## src/rtl/nbe_pkg.sv

```systemverilog
// Shared types, codes and constants of the NetBIOS name encoder.
package nbe_pkg;

    localparam int NAME_BYTES    = 16;
    localparam int POS_W         = 5;
    localparam int MAX_LABEL_DEF = 63;
    localparam int OUT_TDATA_W   = 24;

    localparam logic [7:0] NAME_LEN_BYTE = 8'd32;
    localparam logic [7:0] LETTER_BASE   = 8'h41;
    localparam logic [3:0] NIBBLE_MASK   = 4'hF;
    localparam logic [7:0] DOT_CHAR      = 8'h2E;

    localparam logic [1:0] CMD_NAME  = 2'd0;
    localparam logic [1:0] CMD_SCOPE = 2'd1;
    localparam logic [1:0] CMD_END   = 2'd2;

    localparam logic [1:0] COUNT_ONE = 2'd1;
    localparam logic [1:0] COUNT_TWO = 2'd2;

    typedef struct packed {
        logic       valid;
        logic [7:0] first;
        logic [7:0] second;
        logic [1:0] count;
        logic       last;
    } result_t;

    typedef struct packed {
        logic start;
        logic closing;
    } flush_cmd_t;

    function automatic logic [7:0] nibble_letter(input logic [3:0] nib);
        return LETTER_BASE + {4'b0000, nib & NIBBLE_MASK};
    endfunction

endpackage

```

## src/rtl/netbios_name_encoder_core.sv

```systemverilog
// Top level of the NetBIOS first-level name encoder.
// Output: a name byte's result reaches the output register in the cycle after its transfer; the
//   first name byte adds its letter pair as a later second result, input held off meanwhile.
// Throughput: one name byte or scope character per cycle with a free output and no pending pair;
//   a dot or end flush holds input off over ceil((label length + 1 + closing zero) / 2) results.
// Reset: rst_n clears position, label length, sequencer and output valid; label memory unreset.
module netbios_name_encoder_core #(
    parameter int MAX_LABEL = nbe_pkg::MAX_LABEL_DEF
) (
    input  logic                            clk,
    input  logic                            rst_n,
    input  logic                            s_tvalid,
    output logic                            s_tready,
    input  logic [7:0]                      s_tdata,   // [7:0] data_byte
    input  logic [1:0]                      s_tuser,   // [1:0] command
    output logic                            m_tvalid,
    input  logic                            m_tready,
    output logic [nbe_pkg::OUT_TDATA_W-1:0] m_tdata,   // [7:0] first_byte, [15:8] second_byte,
                                                       // [17:16] byte_count, zero above
    output logic                            m_tlast    // last_of_run
);

    import nbe_pkg::*;

    localparam int LW = $clog2(MAX_LABEL + 1);
    localparam int AW = (MAX_LABEL > 1) ? $clog2(MAX_LABEL) : 1;

    // name and label bookkeeping
    logic [POS_W-1:0] pos_reg, pos_next;
    logic [LW-1:0]    len_reg, len_next;

    // second result of the first name byte, waiting for the output slot
    logic             pend_reg, pend_next;
    logic [7:0]       pend_hi_reg, pend_hi_next;
    logic [7:0]       pend_lo_reg, pend_lo_next;

    // output register
    logic             out_valid_reg, out_valid_next;
    logic [7:0]       out_first_reg, out_first_next;
    logic [7:0]       out_second_reg, out_second_next;
    logic [1:0]       out_count_reg, out_count_next;
    logic             out_last_reg, out_last_next;

    logic             slot_free, accept;
    logic [1:0]       command;
    logic [7:0]       data_byte;
    logic [7:0]       hi_letter, lo_letter;
    logic             is_name, is_scope, is_dot, is_store, is_end;

    flush_cmd_t       flush_cmd;
    result_t          seq_res;
    logic             seq_busy;
    logic             rd_en;
    logic [AW-1:0]    rd_addr0, rd_addr1;
    logic [7:0]       rd_data0, rd_data1;

    assign command   = s_tuser;
    assign data_byte = s_tdata;
    assign hi_letter = nibble_letter(data_byte[7:4]);
    assign lo_letter = nibble_letter(data_byte[3:0]);

    // Take a new item only with no flush or pending letter pair and a free output slot.
    assign slot_free = !out_valid_reg || m_tready;
    assign s_tready  = !pend_reg && !seq_busy && slot_free;
    assign accept    = s_tvalid && s_tready;

    assign is_name  = accept && (command == CMD_NAME) && (pos_reg < POS_W'(NAME_BYTES));
    assign is_scope = accept && (command == CMD_SCOPE);
    assign is_dot   = is_scope && (data_byte == DOT_CHAR);
    assign is_store = is_scope && !is_dot && (len_reg < LW'(MAX_LABEL));
    assign is_end   = accept && (command == CMD_END);

    assign flush_cmd.start   = is_dot || is_end;
    assign flush_cmd.closing = is_end;

    nbe_label_ram #(
        .DEPTH (MAX_LABEL),
        .AW    (AW)
    ) u_ram (
        .clk    (clk),
        .we     (is_store),
        .waddr  (len_reg[AW-1:0]),
        .wdata  (data_byte),
        .re     (rd_en),
        .raddr0 (rd_addr0),
        .raddr1 (rd_addr1),
        .rdata0 (rd_data0),
        .rdata1 (rd_data1)
    );

    // Writes only happen while the sequencer is idle, so reads never overlap a write.
    nbe_flush_seq #(
        .MAX_LABEL (MAX_LABEL),
        .LW        (LW),
        .AW        (AW)
    ) u_seq (
        .clk       (clk),
        .rst_n     (rst_n),
        .cmd       (flush_cmd),
        .start_len (len_reg),
        .slot_free (slot_free),
        .rd_data0  (rd_data0),
        .rd_data1  (rd_data1),
        .rd_en     (rd_en),
        .rd_addr0  (rd_addr0),
        .rd_addr1  (rd_addr1),
        .res       (seq_res),
        .busy      (seq_busy)
    );

    always_comb
    begin
        pos_next        = pos_reg;
        len_next        = len_reg;
        pend_next       = pend_reg;
        pend_hi_next    = pend_hi_reg;
        pend_lo_next    = pend_lo_reg;
        out_valid_next  = out_valid_reg && !m_tready;
        out_first_next  = out_first_reg;
        out_second_next = out_second_reg;
        out_count_next  = out_count_reg;
        out_last_next   = out_last_reg;

        // advance name position; end clears it
        if (is_name)
        begin
            pos_next = pos_reg + POS_W'(1);
        end
        else if (is_end)
        begin
            pos_next = '0;
        end

        if (is_store)
        begin
            len_next = len_reg + LW'(1);
        end
        else if (flush_cmd.start)
        begin
            len_next = '0;
        end

        // The three output sources are mutually exclusive by construction.
        if (is_name)
        begin
            out_valid_next = 1'b1;
            if (pos_reg == '0)
            begin
                // length byte travels alone, the letter pair follows
                out_first_next  = NAME_LEN_BYTE;
                out_second_next = 8'h00;
                out_count_next  = COUNT_ONE;
                out_last_next   = 1'b0;
                pend_next       = 1'b1;
                pend_hi_next    = hi_letter;
                pend_lo_next    = lo_letter;
            end
            else
            begin
                out_first_next  = hi_letter;
                out_second_next = lo_letter;
                out_count_next  = COUNT_TWO;
                out_last_next   = 1'b1;
            end
        end
        else if (pend_reg && slot_free)
        begin
            out_valid_next  = 1'b1;
            out_first_next  = pend_hi_reg;
            out_second_next = pend_lo_reg;
            out_count_next  = COUNT_TWO;
            out_last_next   = 1'b1;
            pend_next       = 1'b0;
        end
        else if (seq_res.valid && slot_free)
        begin
            out_valid_next  = 1'b1;
            out_first_next  = seq_res.first;
            out_second_next = seq_res.second;
            out_count_next  = seq_res.count;
            out_last_next   = seq_res.last;
        end
    end

    always_ff @(posedge clk or negedge rst_n)
    begin
        if (!rst_n)
        begin
            pos_reg       <= '0;
            len_reg       <= '0;
            pend_reg      <= 1'b0;
            out_valid_reg <= 1'b0;
        end
        else
        begin
            pos_reg       <= pos_next;
            len_reg       <= len_next;
            pend_reg      <= pend_next;
            out_valid_reg <= out_valid_next;
        end
    end

    // payload registers: hold without reset
    always_ff @(posedge clk)
    begin
        pend_hi_reg    <= pend_hi_next;
        pend_lo_reg    <= pend_lo_next;
        out_first_reg  <= out_first_next;
        out_second_reg <= out_second_next;
        out_count_reg  <= out_count_next;
        out_last_reg   <= out_last_next;
    end

    assign m_tvalid = out_valid_reg;
    assign m_tlast  = out_last_reg;
    assign m_tdata  = {(OUT_TDATA_W - 18)'(0), out_count_reg, out_second_reg, out_first_reg};

    a_pend_no_flush: assert property (@(posedge clk) disable iff (!rst_n)
        !(pend_reg && seq_busy))
        else $error("pending letter pair overlaps a label flush");

    a_pos_bound: assert property (@(posedge clk) disable iff (!rst_n)
        pos_reg <= POS_W'(NAME_BYTES))
        else $error("name position ran past the name length");

    a_flush_clears_len: assert property (@(posedge clk) disable iff (!rst_n)
        flush_cmd.start |=> (len_reg == '0) && seq_busy)
        else $error("flush did not clear the label or start the sequencer");

    a_count_legal: assert property (@(posedge clk) disable iff (!rst_n)
        out_valid_reg |-> (out_count_reg == COUNT_ONE) || (out_count_reg == COUNT_TWO))
        else $error("illegal byte count in output");

    a_single_zero_second: assert property (@(posedge clk) disable iff (!rst_n)
        (out_valid_reg && (out_count_reg == COUNT_ONE)) |-> (out_second_reg == 8'h00))
        else $error("second byte not zero on a single-byte result");

endmodule

```

## src/rtl/nbe_label_ram.sv

```systemverilog
// Label character store: one write port, two registered read ports.
module nbe_label_ram #(
    parameter int DEPTH = 63,
    parameter int AW    = 6
) (
    input  logic          clk,
    input  logic          we,
    input  logic [AW-1:0] waddr,
    input  logic [7:0]    wdata,
    input  logic          re,
    input  logic [AW-1:0] raddr0,
    input  logic [AW-1:0] raddr1,
    output logic [7:0]    rdata0,
    output logic [7:0]    rdata1
);

    logic [7:0] mem [DEPTH];

    always_ff @(posedge clk)
    begin
        if (we)
        begin
            mem[waddr] <= wdata;
        end
    end

    always_ff @(posedge clk)
    begin
        if (re)
        begin
            rdata0 <= mem[raddr0];
            rdata1 <= mem[raddr1];
        end
    end

endmodule

```

## src/rtl/nbe_flush_seq.sv

```systemverilog
// Label flush sequencer: reads the store two characters at a time and forms results.
module nbe_flush_seq #(
    parameter int MAX_LABEL = 63,
    parameter int LW        = 6,
    parameter int AW        = 6
) (
    input  logic                clk,
    input  logic                rst_n,
    input  nbe_pkg::flush_cmd_t cmd,
    input  logic [LW-1:0]       start_len,
    input  logic                slot_free,
    input  logic [7:0]          rd_data0,
    input  logic [7:0]          rd_data1,
    output logic                rd_en,
    output logic [AW-1:0]       rd_addr0,
    output logic [AW-1:0]       rd_addr1,
    output nbe_pkg::result_t    res,
    output logic                busy
);

    import nbe_pkg::*;

    localparam int BW = $clog2(MAX_LABEL + 3);

    localparam logic [1:0] S_IDLE = 2'd0;
    localparam logic [1:0] S_RD   = 2'd1;
    localparam logic [1:0] S_WT   = 2'd2;

    logic [1:0]    state_reg, state_next;
    logic [LW-1:0] len_reg, len_next;
    logic          close_reg, close_next;
    logic [BW-1:0] k_reg, k_next;

    logic [BW-1:0] nbytes;
    logic [BW-1:0] len_ext;
    logic [BW-1:0] j0, j1, am0;
    logic          mem0, mem1, has1, last;

    always_comb
    begin
        len_ext = BW'(len_reg);
        nbytes  = len_ext + BW'(1) + BW'(close_reg && (len_reg != '0));
        j0      = {k_reg[BW-2:0], 1'b0};
        j1      = j0 + BW'(1);
        am0     = j0 - BW'(1);
        mem0    = (j0 != '0) && (j0 <= len_ext);
        mem1    = (j1 <= len_ext);
        has1    = (j1 < nbytes);
        last    = ({1'b0, j0} + (BW+1)'(2)) >= {1'b0, nbytes};
        rd_addr0 = mem0 ? am0[AW-1:0] : '0;
        rd_addr1 = mem1 ? j0[AW-1:0] : '0;
    end

    always_comb
    begin
        res.valid  = (state_reg == S_WT);
        res.first  = (j0 == '0) ? 8'(len_reg) : (mem0 ? rd_data0 : 8'h00);
        res.second = (has1 && mem1) ? rd_data1 : 8'h00;
        res.count  = has1 ? COUNT_TWO : COUNT_ONE;
        res.last   = last;
    end

    assign rd_en = (state_reg == S_RD);
    assign busy  = (state_reg != S_IDLE);

    always_comb
    begin
        state_next = state_reg;
        len_next   = len_reg;
        close_next = close_reg;
        k_next     = k_reg;
        case (state_reg)
            S_IDLE:
            begin
                if (cmd.start)
                begin
                    len_next   = start_len;
                    close_next = cmd.closing;
                    k_next     = '0;
                    state_next = S_RD;
                end
            end
            S_RD:
            begin
                state_next = S_WT;
            end
            S_WT:
            begin
                if (slot_free)
                begin
                    if (last)
                    begin
                        state_next = S_IDLE;
                    end
                    else
                    begin
                        k_next     = k_reg + BW'(1);
                        state_next = S_RD;
                    end
                end
            end
            default:
            begin
                state_next = S_IDLE;
            end
        endcase
    end

    always_ff @(posedge clk or negedge rst_n)
    begin
        if (!rst_n)
        begin
            state_reg <= S_IDLE;
            len_reg   <= '0;
            close_reg <= 1'b0;
            k_reg     <= '0;
        end
        else
        begin
            state_reg <= state_next;
            len_reg   <= len_next;
            close_reg <= close_next;
            k_reg     <= k_next;
        end
    end

endmodule

```

## config.mk

```make
export PLATFORM = sky130hd
export DESIGN_NAME = netbios_name_encoder_core
export DESIGN_NICKNAME = d
export VERILOG_FILES = /design/src/rtl/nbe_pkg.sv /design/src/rtl/netbios_name_encoder_core.sv /design/src/rtl/nbe_label_ram.sv /design/src/rtl/nbe_flush_seq.sv
export SDC_FILE = /design/constraint.sdc
export NUM_CORES = 1
export LEC_CHECK = 0
export BUFFER_PORTS_ARGS = -buffer_cell sky130_fd_sc_hd__buf_2
export CORE_MARGIN = 2
export CORE_UTILIZATION = 60
export DETAILED_ROUTE_END_ITERATION = 8
export PLACE_DENSITY = 0.77
export SYNTH_ARGS = -nofsm -noshare
export SYNTH_HDL_FRONTEND = slang
export SYNTH_SLANG_ARGS = --single-unit
```

## constraint.sdc

```tcl
create_clock -name clk -period 5.1 [get_ports clk]
set_input_delay 1.02 -clock clk [delete_from_list [all_inputs] [get_ports clk]]
set_output_delay 1.02 -clock clk [all_outputs]
set_load 0.05 [all_outputs]
```

# After elaboration in Yosys (flattened, before gate mapping)
# Memory sizes are Yosys's and may differ from the RTL's. A register that Yosys moved wholly into a read port is not among the register bits.
# Cells that the tools add are included.
[totals]
elab_cells = 122
regBits = 64
inputBits = 14
mem_bits_rw = 504
mem_count = 1
output_inout_bits = 27
[mem_list]
columns = ["memory", "words", "word_bits", "read_ports", "rd_ports_with_merged_regs", "write_ports", "line", "source"]
rows = [
  ["u_ram.mem", 63, 8, 2, 2, 1, "nbe_label_ram.sv:17", "logic [7:0] mem [DEPTH];"],
]
[classes]
n_lt_le_gt_ge = 6
reduce_logical = 40
eq_ne = 9
add_sub_neg = 10
muxes = 42
[ops]
columns = ["operator", "n"]
rows = [
  ["8-bit two-way mux", 11],
  ["6-bit two-way mux", 4],
  ["7-bit two-way mux", 3],
  ["7-bit by 4-bit adder with 8-bit output, first input constant", 2],
  ["1-bit logical AND", 16],
  ["7-bit by 1-bit adder with 7-bit output, second input constant", 2],
  ["7-bit by 6-bit less-or-equal comparator with 1-bit output", 2],
  ["2-bit two-way mux", 7],
  ["7-bit case mux with 2 select lines", 1],
  ["1-bit two-way mux", 13],
  ["6-bit nonzero test", 2],
  ["5-bit two-way mux", 2],
  ["2-bit nonzero test", 5],
  ["7-bit by 2-bit adder with 8-bit output, second input constant", 1],
  ["8-bit by 6-bit == test with 1-bit output, second input constant", 1],
  ["8-bit by 7-bit >= comparator with 1-bit output", 1],
  ["2-bit AND reduction", 4],
  ["6-bit by 1-bit adder with 7-bit output, second input constant", 1],
  ["7-bit by 1-bit adder with 7-bit output", 1],
  ["7-bit logical NOT", 1],
  ["7-bit less-than comparator", 1],
  ["6-bit by 1-bit adder with 6-bit output, second input constant", 1],
  ["6-bit less-than comparator, second input constant", 1],
  ["2-bit != test, second input constant", 3],
  ["13 further kinds", 21],
]

# Longest topological paths before layout
[logic_depth]
depth_word = 12
ltp_mapped = 15
ltp_nobuf = 15

# Cells and area by module
# Synthesis repeated with hierarchy kept, for this count alone.
[hier_totals]
cells_unflattened = 1675
hier_area_um2 = 28083.2
[modules_own_cells]
columns = ["mod", "cells_each", "area_per_inst_um2", "seq_area_each_um2", "n_inst"]
rows = [
  ["nbe_label_ram", 1310, 24428.4, 15615.0, 1],
  ["netbios_name_encoder_core", 185, 2103.3, 1196.1, 1],
  ["nbe_flush_seq", 180, 1551.5, 375.4, 1],
]

# Least setup slack after synthesis
# OpenSTA, ideal clock, no wires.
[synth_timing]
path_kind = "register to register"
from = "register u_seq.k_reg[1]"
to = "register u_ram.rdata0[2] (read register of u_ram.mem) (data pin)"
period_less_slack_ns = 3.132
setup_ns = 0.255
n_path_buf = 5
t_required_ns = 4.845
stages_incl_launch_ff = 12
arrival_ns = 2.877
path_slack_ns = 1.968
cell_sequence = "dfrtp_1 > inv_1 > clkbuf_1 > clkbuf_1 > ha_1 > buf_2 > clkbuf_1 > buf_1 > mux4_2 > nand2_1 > nand3_1 > a31o_1"
[synth_via]
elab_chain_cells = 3
word_cells_on_any_way = 5
classes_between = "add/sub (1); order compare (1); mux (1); reduce/logical (2)"
[synth_rtl]
columns = ["element", "line", "source"]
rows = [
  ["start, declared", "nbe_flush_seq.sv:32", "logic [BW-1:0] k_reg, k_next;"],
  ["start signal, assigned", "nbe_flush_seq.sv:123", "k_reg <= k_next;"],
  ["7-bit by 6-bit less-or-equal comparator with 1-bit output or 6-bit nonzero test (tied branches)", "nbe_flush_seq.sv:46", "mem0 = (j0 != '0) && (j0 <= len_ext);"],
  ["1-bit logical AND", "nbe_flush_seq.sv:46", ""],
  ["6-bit two-way mux *", "nbe_flush_seq.sv:50", "rd_addr0 = mem0 ? am0[AW-1:0] : '0;"],
  ["end, declared", "nbe_label_ram.sv:13", "output logic [7:0] rdata0,"],
]
# Every way passes the cells marked *; elsewhere a longest branch is shown, timed or not.
# A chain may end at the register's enable or synchronous reset.

# Final worst setup path
[layout_timing]
from = "register u_seq.k_reg[0]"
to = "register u_ram.rdata0[0] (read register of u_ram.mem) (data pin)"
# Same word-level chain as after synthesis.

==> metrics.txt <==
outcome completed; Reg clk slew, reported paths 0.06 ns; achievable frequency about 0.26 GHz; WP data required between 5 and 6 ns; main flop type after synthesis edfxtp_1; Sequential Power Share 38.3%; die extent in y 204 µm; top cells by count, synth 549 x edfxtp_1, 115 x nand2_1, 98 x nor2_1; post-synthesis compound-gate area fraction 6.43%; Critical Path End u_ram.rdata0[0]; vias per cell 6.64; Slew HR between 30 and 40%; layout cells sized above 1 18.1%; P_leak approximately 8.7 nW; Max Root-Sink Buffers 3; number of global-route vias before repair between 10000 and 15000; worst setup margin 1.18 ns; maxcap violations 0; fin util 66.8%; most frequent cell after synthesis edfxtp_1; internal power 9.75 mW; PD cells 569 nW/µm²; max reg flops 504; top cell type's share of synthesized area 68.7%; startpoint types register; Worst Max-Slew Pin Slew 1.04 ns; number of synthesized register bits 577; Biggest register u_ram.mem; final non-filler cell total 2070; async set or reset register ratio after synthesis 4.85%; total gr overflow 0; Worst-Skew Late Latency 0.61 ns; Setup WS pre-CTS 0.936 ns; multi-input logic area 6370 µm²; Peak VDD IR between 0.3 and 0.4 mV; switching power 5.30 mW; cell row count 73; synth top area cells edfxtp_1 69%, mux4_2 6.8%, dfrtp_1 2.9%; post-synthesis adder-cell area fraction 1.45%; FF/Latch Area 17200 µm²; crit path capture type register; main combinational cell family by area after synthesis multiplexers; setup tns final 0 ns; RePlAce Congestion 0.911; Post-route DRC 0; hold crit path type input pin to async pin; post-CTS setup buffers 0; DIE AREA between 40000 and 50000 µm²; synthesized area about 24000 µm²; Post-Place Cells 1971; Logic pwr share 35.2%; largest net degree at the start of global routing 67; Num CTS Buffers 54; Area Growth Syn to Fin 10.3%; unrepaired setup endpoints after global routing false; Total Routing Usage GR 28.5%; critical-path cell list buf_4 > buf_4 > mux4_2 > mux2i_1 > nor3_1 > a221oi_1 > mux2i_1; I/O pin cnt 41; Crit-path slowest cell dfrtp_4; post-CTS sizing 0; Final Hold Fails 0; Final Critical Period 3.92 ns; fin nets 1543; Die X 204 µm; dpl hpwl roughly 37 mm; Final Cell Area 26500 µm²; R2R Path End u_ram.rdata0[0]; drt pass-1 iters 8; Synth Instances 1452; Post-Synth XOR/XNOR Area 0.651%; sequential share of the synthesized area 71.6%; initial antenna violation count 4; switching fraction of total power 35.2%; Post-CTS Hold Buffers 0; CTS Sinks 577; r2r worst-path depth 7; core area 39600 µm²; CP max stage delay 0.80 ns; number of buffers added on ports 34; antenna cells 0; CTS root buffer clkbuf_16; CP Class register to register; synth warn 0; DR WL/cell 27.9 µm; Synth Area in Simple Gates 7.30%; htree depth 2; ANT nets after route 0; Post-synth EDFFs roughly 550; Clock power frac 26.5%; Synth Area per Inst roughly 17 µm²; Routed WL 57.7 mm; fin crit share between 70% and 80%; Initial Utilization 60.6%; crit path from u_seq.k_reg[0]; CP arrival about 4.3 ns; post-synth cell types 81; DP Area 24700 µm²; cell taking the most area after synthesis edfxtp_1; clock skew 0.0234 ns; Pins Over Slew Limit 0; first-pass GRT wire length 86.0 mm; worst reg-to-reg setup slack 1.18 ns; reg2reg start u_seq.k_reg[0]; final-report setup violation count 0; Worst Path Max Fanout 46; drt first-iter violations 1818; multiplexer area fraction after synthesis 10.6%; DR vias 13700; Layout fillers approximately 2600; CTS tree done
-- layout make-up --
class,count,share of cell area (%)
Multi-Input combinational cell,780,24.1
Inverter,25,0.354
Clock inverter,35,1.30
Timing Repair Buffer,64,1.54
Tap cell,525,2.48
Clock buffer,64,5.33
Sequential cell,577,64.9
-- critical path, delay by kind of cell (launching register included) --
| kind | cells | cell delay (ns) |
|---|---|---|
| flops | 1 | 0.80 |
| buf+inv | 2 | 1.36 |
| simple gates | 1 | 0.11 |
| compound gates | 1 | 0.25 |
| mux | 3 | 1.06 |
-- per-stage QoR --
stage          hold WS (ns)  power, mW
6_report              0.440       15.1
5_1_grt               0.486       15.6
4_1_cts               0.437       15.0
3_5_place_dp          0.503       11.1
3_3_place_gp          0.505       11.0
2_1_floorplan         0.474       9.59
-- worst min-delay path by stage --
stage | from | to | slack (ns)
2_1_floorplan | pos_reg[3] | pos_reg[3] | 0.47
3_3_place_gp | u_ram.rdata1[5] | out_second_reg[5] | 0.50
3_5_place_dp | u_ram.rdata1[5] | out_second_reg[5] | 0.50
4_1_cts | rst_n | m_tvalid | 0.44
5_1_grt | rst_n | m_tvalid | 0.49
6_report | rst_n | m_tvalid | 0.44
-- cell families (layout without fill, tap and decap cells) --
family	count (synthesis)	count (layout)
flops	577	577
xor+xnor	17	17
mux	160	160
fa+ha+maj	28	28
other cells	1	6
simple gates	353	353
compound gates	216	216
buf+inv	100	188
-- power groups by stage --
stage / Clock, mW / Combinational (mW) / Sequential, mW
5_1_grt: 4.22 / 5.62 / 5.78
3_5_place_dp: 0 / 5.19 / 5.86
2_1_floorplan: 0 / 3.57 / 6.01
6_report: 3.99 / 5.29 / 5.77
4_1_cts: 4.03 / 5.23 / 5.77
3_3_place_gp: 0 / 5.10 / 5.85
-- routing by layer --
| metal | track usage [%] | vias up | routed length [µm] |
|---|---|---|---|
| met5 | 0 | - | 0 |
| met4 | 12.2 | 0 | 2610 |
| met3 | 6.15 | 139 | 5830 |
| met2 | 43.4 | 817 | 26900 |
| met1 | 40.5 | 6923 | 22400 |
| li1 | - | 5857 | - |
-- cell usage in the layout, fill, tap and decap left out, types with 29 or more instances in the layout --
cell type	synthesis	layout
mux2i_1	56	56
buf_4	15	29
nor2_1	98	98
buf_2	25	34
mux2_2	32	32
clkbuf_16	0	55
nand3_1	29	29
o21ai_0	45	44
edfxtp_1	549	549
mux4_2	72	72
nand2_1	115	115
No activity file was read; power rests on OpenSTA's default activity.
